==> src/design/sgm_pkg.sv <==
package sgm_pkg;

    // field widths
    localparam int PIX_W     = 8;
    localparam int GRAD_W    = 11;
    localparam int ABS_W     = 10;
    localparam int MAG_W     = 8;
    localparam int DIR_W     = 2;
    localparam int CFG_W     = 11;
    localparam int CFG_IDX_W = 2;

    // configuration register indexes and reset values
    localparam logic [CFG_IDX_W-1:0] CFG_IDX_WIDTH  = 2'd0;
    localparam logic [CFG_IDX_W-1:0] CFG_IDX_HEIGHT = 2'd1;
    localparam logic [CFG_W-1:0]     CFG_WIDTH_RST  = 11'd512;
    localparam logic [CFG_W-1:0]     CFG_HEIGHT_RST = 11'd512;

    // magnitude saturation
    localparam logic [MAG_W-1:0] MAG_MAX = 8'd255;

    // queue between front and back, depth is a power of two
    localparam int Q_DEPTH = 4;
    localparam int Q_PTR_W = $clog2(Q_DEPTH);
    localparam int Q_CNT_W = $clog2(Q_DEPTH + 1);

    // direction codes
    typedef enum logic [DIR_W-1:0] {
        DIR_HORIZ = 2'd0,
        DIR_SLASH = 2'd1,
        DIR_VERT  = 2'd2,
        DIR_BSLASH = 2'd3
    } t_dir;

    // per-item classification made by the front
    typedef struct packed {
        logic emit;
        logic last;
        logic pad_top;
        logic pad_bottom;
        logic pad_left;
        logic pad_right;
    } t_class;

    // padded 3x3 window queued for the back, px[row][col]
    typedef struct packed {
        logic [2:0][2:0][PIX_W-1:0] px;
        logic                       last;
    } t_item;

    // queue status seen by front and back
    typedef struct packed {
        logic [Q_CNT_W-1:0] count;
        logic               empty;
    } t_q_status;

endpackage

==> src/design/sgm_queue.sv <==
module sgm_queue (
    input  logic               i_clk,
    input  logic               i_rst_n,
    input  logic               i_push,
    input  sgm_pkg::t_item     i_item,
    input  logic               i_pop,
    output sgm_pkg::t_item     o_head,
    output sgm_pkg::t_q_status o_status
);
    import sgm_pkg::*;

    t_item               r_mem [Q_DEPTH];
    logic [Q_PTR_W-1:0]  r_wr_ptr, r_rd_ptr;
    logic [Q_CNT_W-1:0]  r_count, n_count;
    logic                do_pop;

    assign do_pop          = i_pop && (r_count != '0);
    assign o_head          = r_mem[r_rd_ptr];
    assign o_status.count  = r_count;
    assign o_status.empty  = (r_count == '0);

    // occupancy
    always_comb begin
        n_count = r_count;
        case ({i_push, do_pop})
            2'b10:   n_count = r_count + Q_CNT_W'(1);
            2'b01:   n_count = r_count - Q_CNT_W'(1);
            default: n_count = r_count;
        endcase
    end

    // entry storage
    always_ff @(posedge i_clk) begin
        if (i_push) begin
            r_mem[r_wr_ptr] <= i_item;
        end
    end

    // pointers
    always_ff @(posedge i_clk) begin
        if (!i_rst_n) begin
            r_wr_ptr <= '0;
            r_rd_ptr <= '0;
            r_count  <= '0;
        end else begin
            if (i_push) begin
                r_wr_ptr <= r_wr_ptr + Q_PTR_W'(1);
            end
            if (do_pop) begin
                r_rd_ptr <= r_rd_ptr + Q_PTR_W'(1);
            end
            r_count <= n_count;
        end
    end

endmodule

==> config.mk <==
export PLATFORM = sky130hd
export DESIGN_NAME = sgm_queue
export DESIGN_NICKNAME = d
export VERILOG_FILES = /design/src/design/sgm_pkg.sv /design/src/design/sgm_queue.sv
export SDC_FILE = /design/constraint.sdc
export NUM_CORES = 1
export LEC_CHECK = 0
export ABC_AREA = 1
export BUFFER_PORTS_ARGS = -buffer_cell sky130_fd_sc_hd__buf_2
export CAP_MARGIN = 20
export CORE_UTILIZATION = 57
export CTS_CLUSTER_SIZE = 20
export DETAILED_ROUTE_END_ITERATION = 8
export PLACE_DENSITY = 0.79
export SKIP_LAST_GASP = 1
export SYNTH_ARGS = -nofsm -noshare
export SYNTH_HDL_FRONTEND = slang
export SYNTH_SLANG_ARGS = --single-unit
export TNS_END_PERCENT = 100
==> constraint.sdc <==
create_clock -name i_clk -period 3.2 [get_ports i_clk]
set_clock_uncertainty 0.2 [all_clocks]
set_input_delay 0.48 -clock i_clk [delete_from_list [all_inputs] [get_ports i_clk]]
set_output_delay 0.48 -clock i_clk [all_outputs]
set_load 0.02 [all_outputs]
==> results.py <==
metrics = {
    "outcome": {
        "status": "complete, no violations",
    },
    "floorplanning": {
        "die_x_um": 143,
        "core_um2": 19500,
        "num_rows": 51,
        "io_pins": 154,
        "start_util": 0.581,
        "die_h_um": 143,
        "dieArea_um2": 20400,
    },
    "finish": {
        "antenna_cells": 0,
        "drive_gt1_frac": 0.213,
        "fin_util": 0.716,
        "final_common_cell": "edfxtp_1",
        "area_growth_pct": 23.4,
        "final_cell_mix": "edfxtp_1, buf_2, nor2_1, o21ai_0",
        "final_net_count": 1078,
        "nFillCells": 1239,
    },
    "power_and_ir_drop": {
        "power_density_nw_per_um2": 714,
        "internal_power_mw": 7.13,
        "seq_power_share": 0.461,
        "combPwrFrac": 0.203,
        "clkPwrFrac": 0.336,
        "ir_worst_vdd_mv": 0.606,
        "p_leak_nw": 5.00,
        "p_sw_frac": 0.284,
        "p_sw_mw": 2.83,
    },
    "worst_setup_path": {
        "arrival_ps": 2310,
        "reg2reg_depth": 5,
        "crit_end": "o_head[9]",
        "crit_fanout": 27,
        "cp-end-kind": "primary output",
        "r2r-start": "r_wr_ptr[0]",
        "critPathKind": "reg2out",
        "rrSetupSlack_ps": 970,
        "critical_path_required_ps": 2520,
        "critPathLaunchType": "flop",
        "rr_endpoint": "r_mem[0][32]",
    },
    "global_route": {
        "use_met1": 0.315,
        "overflow": 0,
        "grt_pass1_wl_um": 37200,
        "use_met2": 0.414,
        "track_usage": 0.240,
        "antenna_found_initial": 0,
        "grt_pass1_vias": 7258,
        "use_met3": 0.0389,
        "grt.busiest_layer": "met2",
        "grt_max_degree": 147,
    },
    "worst_hold_path": {
        "hold_path.class": "in2reg",
    },
    "clock_tree": {
        "cts_tree": "built",
        "cts_buffers": 29,
        "clk-insertion-delay-late_ps": 530,
        "cts_resized": 0,
        "path_clk_slew_ps": 60,
        "cts.root.buffer_cell": "clkbuf_16",
        "clockBufferDepth": 3,
        "htree_levels": 1,
        "cts_num_sinks": 301,
    },
    "route": {
        "avgViaCountPerCell": 5.58,
        "drt-total-wl_um": 24200,
        "vias": 7148,
        "ant_nets": 0,
        "drtIter0Drc": 620,
        "avgRoutedWirePerCell_um": 18.9,
        "drt_first_pass_iters": 5,
        "drc": 0,
    },
    "yosys": {
        "avgSynthCellArea_um2": 14.6,
        "syn-num-nets": 855,
        "ys_warn_count": 0,
        "syn_area_um2": 11300,
        "synthCells": 772,
        "ys_seq_area_frac": 0.792,
        "ys_ff_latch": 301,
        "ys_types": 19,
    },
    "placement": {
        "port_buffers": 153,
        "gp_congestion": 0.769,
        "pre_cts_ws_ps": 844,
        "dp_hpwl_um": 13200,
    },
    "sta": {
        "finalSetupTns_ps": 0,
        "rsz0062_at_grt": "no",
        "period_needed_ps": 2990,
        "fin_ws_ps": 206,
        "finalMaxSlewViolations": 0,
        "fmax_mhz": 334,
        "setup_viol": 0,
        "final_hold_viol_count": 0,
        "tightestPinTransition_ps": 664,
        "finalCritPeriodShare": 0.936,
        "slew_headroom": 0.557,
    },
    "run": {
        "drv_cap": 0,
    },
}
==> power by group through the flow <==
stage | clock network [mW] | logic [mW] | registers [mW]
finish | 3.35 | 2.02 | 4.59
global placement | 0 | 1.90 | 4.66
detailed placement | 0 | 1.94 | 4.67
global route | 3.55 | 2.20 | 4.60
floorplan | 0 | 1.35 | 4.66
CTS | 3.40 | 2.02 | 4.58
==> synthesized netlist by cell type (all sizes together) <==
master  number  area share
nand2       15      0.0050
clkbuf      20      0.0071
a21oi        5      0.0022
buf         27       0.021
o21ai      150       0.066
o22ai       73       0.040
nand3        3      0.0013
nor2       152       0.050
edfxtp     292        0.78
fa           1      0.0018
dfxtp        9       0.016
clkinv       1     0.00033
inv         19      0.0065
ha           5      0.0055
==> kinds of logic after synthesis <==
family	synth area share
adders and majority gates	0.00730
and+or+nand+nor	0.0568
buffers and inverters	0.0353
AOI/OAI and AO/OA	0.109
DFF	0.792
==> stage by stage <==
step	std cells	power, mW	hold WS (ps)	area (um2)
final	1281	9.96	35.5	13900
after global routing	1281	10.4	54.7	13900
after CTS	1281	10.0	17.2	13900
after detailed placement	1156	6.61	307	12300
after global placement	1156	6.56	309	12300
after floorplan	772	6.01	259	11300
==> how the worst min path moves through the flow <==
stage,from,to,slack [ps],depth (start not counted)
3_5_place_dp,r_rd_ptr[1],flop,310,2
5_1_grt,i_rst_n,r_count[2],50,3
4_1_cts,i_rst_n,r_count[2],20,3
2_1_floorplan,r_rd_ptr[1],flop,260,2
6_report,i_rst_n,r_count[2],40,3
3_3_place_gp,r_rd_ptr[1],flop,310,2
==> state kept, by name, indices dropped and copies added (netlist names), named ones only <==
signal	cells
r_rd_ptr	2
r_wr_ptr	2
r_mem	292
r_count	3
==> per-layer routing <==
layer / part of all wire / wire length (um)
met1: 0.41 / 9830
met3: 0.070 / 1690
met5: 0 / 0
met4: 0.022 / 537
met2: 0.50 / 12100
==> timing repair <==
action,4_1_cts,5_1_grt
setup buffers,0,0
hold endpoints to repair,292,0
hold buffers,73,0
==> worst max-delay path, cell delays in order (launching register included) <==
cell	delay, ps
dfxtp_2	670
buf_4	380
o21ai_0	150
o22ai_1	330
buf_2	230
==> layout make-up <==
cell class              instances  area, um2  area share
flip-flops and latches        301       8950       0.642
well taps                     265        332      0.0238
inverters                      20       82.6     0.00592
clock inverters                18        194      0.0139
repair buffers                239       1680       0.121
clock buffers                  34        744      0.0534
multi-input cells             404       1960       0.140
No activity file was read; power rests on OpenSTA's default activity.
