## src/design/sgm_pkg.sv

```systemverilog
package sgm_pkg;

    // field widths
    localparam int PIX_W     = 8;
    localparam int GRAD_W    = 11;
    localparam int ABS_W     = 10;
    localparam int MAG_W     = 8;
    localparam int DIR_W     = 2;
    localparam int CFG_W     = 11;
    localparam int CFG_IDX_W = 2;

    // configuration register indexes and reset values
    localparam logic [CFG_IDX_W-1:0] CFG_IDX_WIDTH  = 2'd0;
    localparam logic [CFG_IDX_W-1:0] CFG_IDX_HEIGHT = 2'd1;
    localparam logic [CFG_W-1:0]     CFG_WIDTH_RST  = 11'd512;
    localparam logic [CFG_W-1:0]     CFG_HEIGHT_RST = 11'd512;

    // magnitude saturation
    localparam logic [MAG_W-1:0] MAG_MAX = 8'd255;

    // queue between front and back, depth is a power of two
    localparam int Q_DEPTH = 4;
    localparam int Q_PTR_W = $clog2(Q_DEPTH);
    localparam int Q_CNT_W = $clog2(Q_DEPTH + 1);

    // direction codes
    typedef enum logic [DIR_W-1:0] {
        DIR_HORIZ = 2'd0,
        DIR_SLASH = 2'd1,
        DIR_VERT  = 2'd2,
        DIR_BSLASH = 2'd3
    } t_dir;

    // per-item classification made by the front
    typedef struct packed {
        logic emit;
        logic last;
        logic pad_top;
        logic pad_bottom;
        logic pad_left;
        logic pad_right;
    } t_class;

    // padded 3x3 window queued for the back, px[row][col]
    typedef struct packed {
        logic [2:0][2:0][PIX_W-1:0] px;
        logic                       last;
    } t_item;

    // queue status seen by front and back
    typedef struct packed {
        logic [Q_CNT_W-1:0] count;
        logic               empty;
    } t_q_status;

endpackage

```

## src/design/sgm_back.sv

```systemverilog
module sgm_back (
    input  logic                              i_clk,
    input  logic                              i_rst_n,
    input  sgm_pkg::t_item                    i_head,
    input  sgm_pkg::t_q_status                i_q_status,
    output logic                              o_pop,
    output logic                              o_valid,
    input  logic                              i_ready,
    output logic signed [sgm_pkg::GRAD_W-1:0] o_grad_x,
    output logic signed [sgm_pkg::GRAD_W-1:0] o_grad_y,
    output logic [sgm_pkg::MAG_W-1:0]         o_magnitude,
    output logic [sgm_pkg::DIR_W-1:0]         o_direction,
    output logic                              o_frame_end
);
    import sgm_pkg::*;

    // gradient stage
    logic                     r_g_valid;
    logic signed [GRAD_W-1:0] r_gx, r_gy;
    logic                     r_g_last;

    // output register
    logic                     r_o_valid;
    logic signed [GRAD_W-1:0] r_o_gx, r_o_gy;
    logic [MAG_W-1:0]         r_o_mag;
    t_dir                     r_o_dir;
    logic                     r_o_last;

    logic                     out_free, g_load;
    logic [GRAD_W-1:0]        gx_pos, gx_neg, gy_pos, gy_neg;
    logic [ABS_W-1:0]         ax, ay;
    logic [ABS_W:0]           sum;
    logic [13:0]              ay5, ax2, ax12;
    logic [MAG_W-1:0]         mag;
    t_dir                     dir;

    assign out_free = !r_o_valid || i_ready;
    assign g_load   = !r_g_valid || out_free;
    assign o_pop    = g_load && !i_q_status.empty;

    // sobel sums of the padded window
    always_comb begin
        gx_pos = GRAD_W'(i_head.px[0][2]) + GRAD_W'({i_head.px[1][2], 1'b0})
               + GRAD_W'(i_head.px[2][2]);
        gx_neg = GRAD_W'(i_head.px[0][0]) + GRAD_W'({i_head.px[1][0], 1'b0})
               + GRAD_W'(i_head.px[2][0]);
        gy_pos = GRAD_W'(i_head.px[2][0]) + GRAD_W'({i_head.px[2][1], 1'b0})
               + GRAD_W'(i_head.px[2][2]);
        gy_neg = GRAD_W'(i_head.px[0][0]) + GRAD_W'({i_head.px[0][1], 1'b0})
               + GRAD_W'(i_head.px[0][2]);
    end

    // magnitude and direction from the gradients
    always_comb begin
        ax   = ABS_W'(r_gx[GRAD_W-1] ? -r_gx : r_gx);
        ay   = ABS_W'(r_gy[GRAD_W-1] ? -r_gy : r_gy);
        sum  = {1'b0, ax} + {1'b0, ay};
        mag  = (sum > (ABS_W+1)'(MAG_MAX)) ? MAG_MAX : sum[MAG_W-1:0];
        ay5  = 14'({ay, 2'b00}) + 14'(ay);
        ax2  = 14'({ax, 1'b0});
        ax12 = 14'({ax, 3'b000}) + 14'({ax, 2'b00});
        if (ax == '0 && ay == '0) begin
            dir = DIR_HORIZ;
        end else if (ay5 < ax2) begin
            dir = DIR_HORIZ;
        end else if (ay5 > ax12) begin
            dir = DIR_VERT;
        end else if (r_gx[GRAD_W-1] == r_gy[GRAD_W-1]) begin
            dir = DIR_BSLASH;
        end else begin
            dir = DIR_SLASH;
        end
    end

    // payload registers
    always_ff @(posedge i_clk) begin
        if (o_pop) begin
            r_gx     <= $signed(gx_pos - gx_neg);
            r_gy     <= $signed(gy_pos - gy_neg);
            r_g_last <= i_head.last;
        end
        if (out_free) begin
            r_o_gx   <= r_gx;
            r_o_gy   <= r_gy;
            r_o_mag  <= mag;
            r_o_dir  <= dir;
            r_o_last <= r_g_last;
        end
    end

    // stage valid flags
    always_ff @(posedge i_clk) begin
        if (!i_rst_n) begin
            r_g_valid <= 1'b0;
            r_o_valid <= 1'b0;
        end else begin
            if (g_load) begin
                r_g_valid <= o_pop;
            end
            if (out_free) begin
                r_o_valid <= r_g_valid;
            end
        end
    end

    assign o_valid     = r_o_valid;
    assign o_grad_x    = r_o_gx;
    assign o_grad_y    = r_o_gy;
    assign o_magnitude = r_o_mag;
    assign o_direction = r_o_dir;
    assign o_frame_end = r_o_last;

endmodule

```

## config.mk

```make
export PLATFORM = sky130hd
export DESIGN_NAME = sgm_back
export DESIGN_NICKNAME = d
export VERILOG_FILES = /design/src/design/sgm_pkg.sv /design/src/design/sgm_back.sv
export SDC_FILE = /design/constraint.sdc
export NUM_CORES = 1
export LEC_CHECK = 0
export ABC_CLOCK_PERIOD_IN_PS = 5400
export BUFFER_PORTS_ARGS = -buffer_cell sky130_fd_sc_hd__buf_4
export CAP_MARGIN = 10
export CORE_AREA = 2 2 108 110
export CTS_BUF_LIST = sky130_fd_sc_hd__clkbuf_4
export DETAILED_ROUTE_END_ITERATION = 10
export DIE_AREA = 0 0 110 112
export PLACE_DENSITY = 0.88
export SLEW_MARGIN = 20
export SYNTH_ARGS = -nofsm -noshare
export SYNTH_HDL_FRONTEND = slang
export SYNTH_SLANG_ARGS = --single-unit
```

## constraint.sdc

```tcl
create_clock -name i_clk -period 5.4 [get_ports i_clk]
set_input_delay 0.27 -clock i_clk [delete_from_list [all_inputs] [get_ports i_clk]]
set_output_delay 0.27 -clock i_clk [all_outputs]
set_load 0.01 [all_outputs]
```

==> out/results.ini <==
[timing]
tightest_slew_ns=0.916
min_period_over_period_pct=89.6
post-route-min-period_ns=4.84
relSlewSlack_pct=38.3
rsz0062_at_grt=false
skew_ns=0.0169
setup-tns-final_ns=0
final_max_slew_viol_count=0
setup-violations-final=0
final-hold-violation-count=0
fmax_mhz=207

[critical_path]
cp_max_fo=10
critical_path_class=flop to flop
max_stage_delay_ns=0.62
endpoint_kind=flop
start_kind=flop
cp.required_ns=5.57
r2r_slack_ns=0.56
crit_chain=or4_1 > o21ai_1 > xor2_1 > inv_1 > ha_1 > o21ai_0 > nor2b_1 > nor2_1 > a31oi_1 > mux2i_1 > and2_1 > ha_1 > nand4b_1 > nor4_1 > nor3_1 > o211ai_1 > nand2_1 > nand2_1 > a21oi_1
arrival_ns=5.01
path_delay_family=simple AND/OR/NAND/NOR gates
cp_num_buf_inv=1
slowest_stage=or4_1

[yosys]
yosys.cell_count.top_type=inv_1
synth_area_um2=6050
synth_edf_count=56
synth_top_family_by_area=adder cells
synth-compound-area-share_pct=11.8
synthFlopType=edfxtp_1
yosysTopAreaCell=edfxtp_1
synth-xor-area-share_pct=8.06
ys_warn_count=0
ys_ff_latch=58
ys_async_sr_fraction_pct=0
synthMuxAreaShare_pct=0.517
synth_top_area_share_pct=27.8
synth.distinct_cells=58
synth_area_leaders=edfxtp_1, fa_1, ha_1
avgSynthCellArea_um2=11.1
syn-instance-count=543
synth.net_count=762
synthAdderAreaFrac_pct=37.5
yosysSeqAreaShare_pct=28.5
synth_commonest_cells=inv_1, ha_1, fa_1
synthSimpleGateAreaFrac_pct=8.46

[layout]
final_nets=875
areaGrowthSynthToFinish_pct=17.6
drive_gt1_share_pct=20.4
diodes=0

[global_route]
grt_pass1_wl_mm=21.1
grt_max_degree=34
grt_overflow=0
grt_pass1_vias=4592
grt.total_usage_pct=22.4
antenna_found_initial=0

[detailed_routing]
drt.antenna.violating_nets=0
wl_mm=13.2
via_per_inst=5.51
drtIter0Drc=224
routedWlPerCell_um=16.4
drc=0
drt_pre_antenna_iters=5
vias=4433

[clocking]
cts_hold_buf=0
cts_tree=done
cts_buffers=9
insertion_delay_ns=0.41
cts_htree_levels=3
clk_pin_slew_ns=0.11
cts-resized-gates=0
cts_sinks=58
clock_path_buffers=2
cts_root_buf=clkbuf_4
post_cts_buffers=0

[floorplanning]
initial_utilization_pct=54.1
die_h_um=112
core_area_um2=11200
io_pins=115
die_x_um=110
fp.dieArea_um2=12300
row_count=39

[status]
status=finished clean

[placed_design]
portBuffers=103
dp_hpwl_mm=11.4
place_congestion=0.970

[flow_run]
drv_cap=0

[hold_path]
min_path_type=input pin to flop

sequential cells by signal, summed over array words and instances, names as in the netlist:
register	count
o_grad_x	11
o_grad_y	11
r_gx	11
r_gy	11
o_magnitude	8
o_direction	2
o_frame_end	1
o_valid	1
r_g_last	1
r_g_valid	1
cell type report:
class / count / area, um2
Sequential cell: 58 / 1720
Clock inverter: 6 / 33.8
Fill cell: 803 / 4060
Multi-Input combinational cell: 401 / 4020
Clock buffer: 10 / 75.1
Tap cell: 143 / 179
Inverter: 81 / 304
Timing Repair Buffer: 105 / 788
placed cells by master (no fill, tap or decap), types with 11 or more instances in the layout:
cell / Yosys / routed
a21o_1: 14 / 14
o21ai_0: 18 / 18
inv_1: 79 / 79
edfxtp_1: 56 / 56
xnor2_1: 30 / 30
nand3_1: 11 / 11
fa_1: 65 / 65
nand2_1: 20 / 20
nor2_1: 21 / 21
buf_4: 0 / 105
xor2_1: 22 / 22
ha_1: 74 / 74
a21oi_1: 35 / 34
per-stage QoR:
stage	cells	setup slack [ns]	hold WS [ns]	util, %	area, um2
after detailed placement	788	0.621	0.409	62.7	7010
after global placement	788	0.728	0.404	62.7	7010
after floorplan	543	1.20	0.369	-	6050
after CTS	804	0.606	0.0136	63.7	7120
final	804	0.560	0.0467	63.7	7120
after global routing	804	0.251	0.00915	63.7	7120
final timing paths:
check                               start             end  depth (start not counted)
worst max register to register    r_gy[3]  o_direction[1]                         19
worst min-delay path            i_head[0]        r_g_last                          1
worst max-delay path              r_gy[3]  o_direction[1]                         19
worst min register to register   r_g_last     o_frame_end                          0
routing by layer:
layer  routed length, um  vias up  share of wire (%)  GRT usage (%)
li1                    -     2106                  -              -
met1                4860     2132                 37           26.0
met2                7220      161                 55           40.2
met3                 777       34                5.9           4.86
met4                 350        0                2.7           7.59
met5                   0        -                  0              0
cell families after synthesis:
family                   count (synthesis)
multiplexers                             3
adder cells (fa/ha/maj)                143
AO/OA/AOI/OAI                          105
buffers and inverters                   84
XOR/XNOR                                54
AND/OR/NAND/NOR                         96
flip-flops                              58
worst reg2reg max path, cell delays in order, from the launching register on:
cell and delay [ns]:
edfxtp_1 0.56, or4_1 0.62, o21ai_1 0.18, xor2_1 0.32, inv_1 0.23, ha_1 0.36
o21ai_0 0.29, nor2b_1 0.24, nor2_1 0.06, a31oi_1 0.29, mux2i_1 0.14, and2_1 0.16
ha_1 0.32, nand4b_1 0.11, nor4_1 0.34, nor3_1 0.08, o211ai_1 0.12, nand2_1 0.08
nand2_1 0.06, a21oi_1 0.04
Power is not shown: default switching activity piles up to over one toggle a cycle in this logic, so the estimate is an artifact.
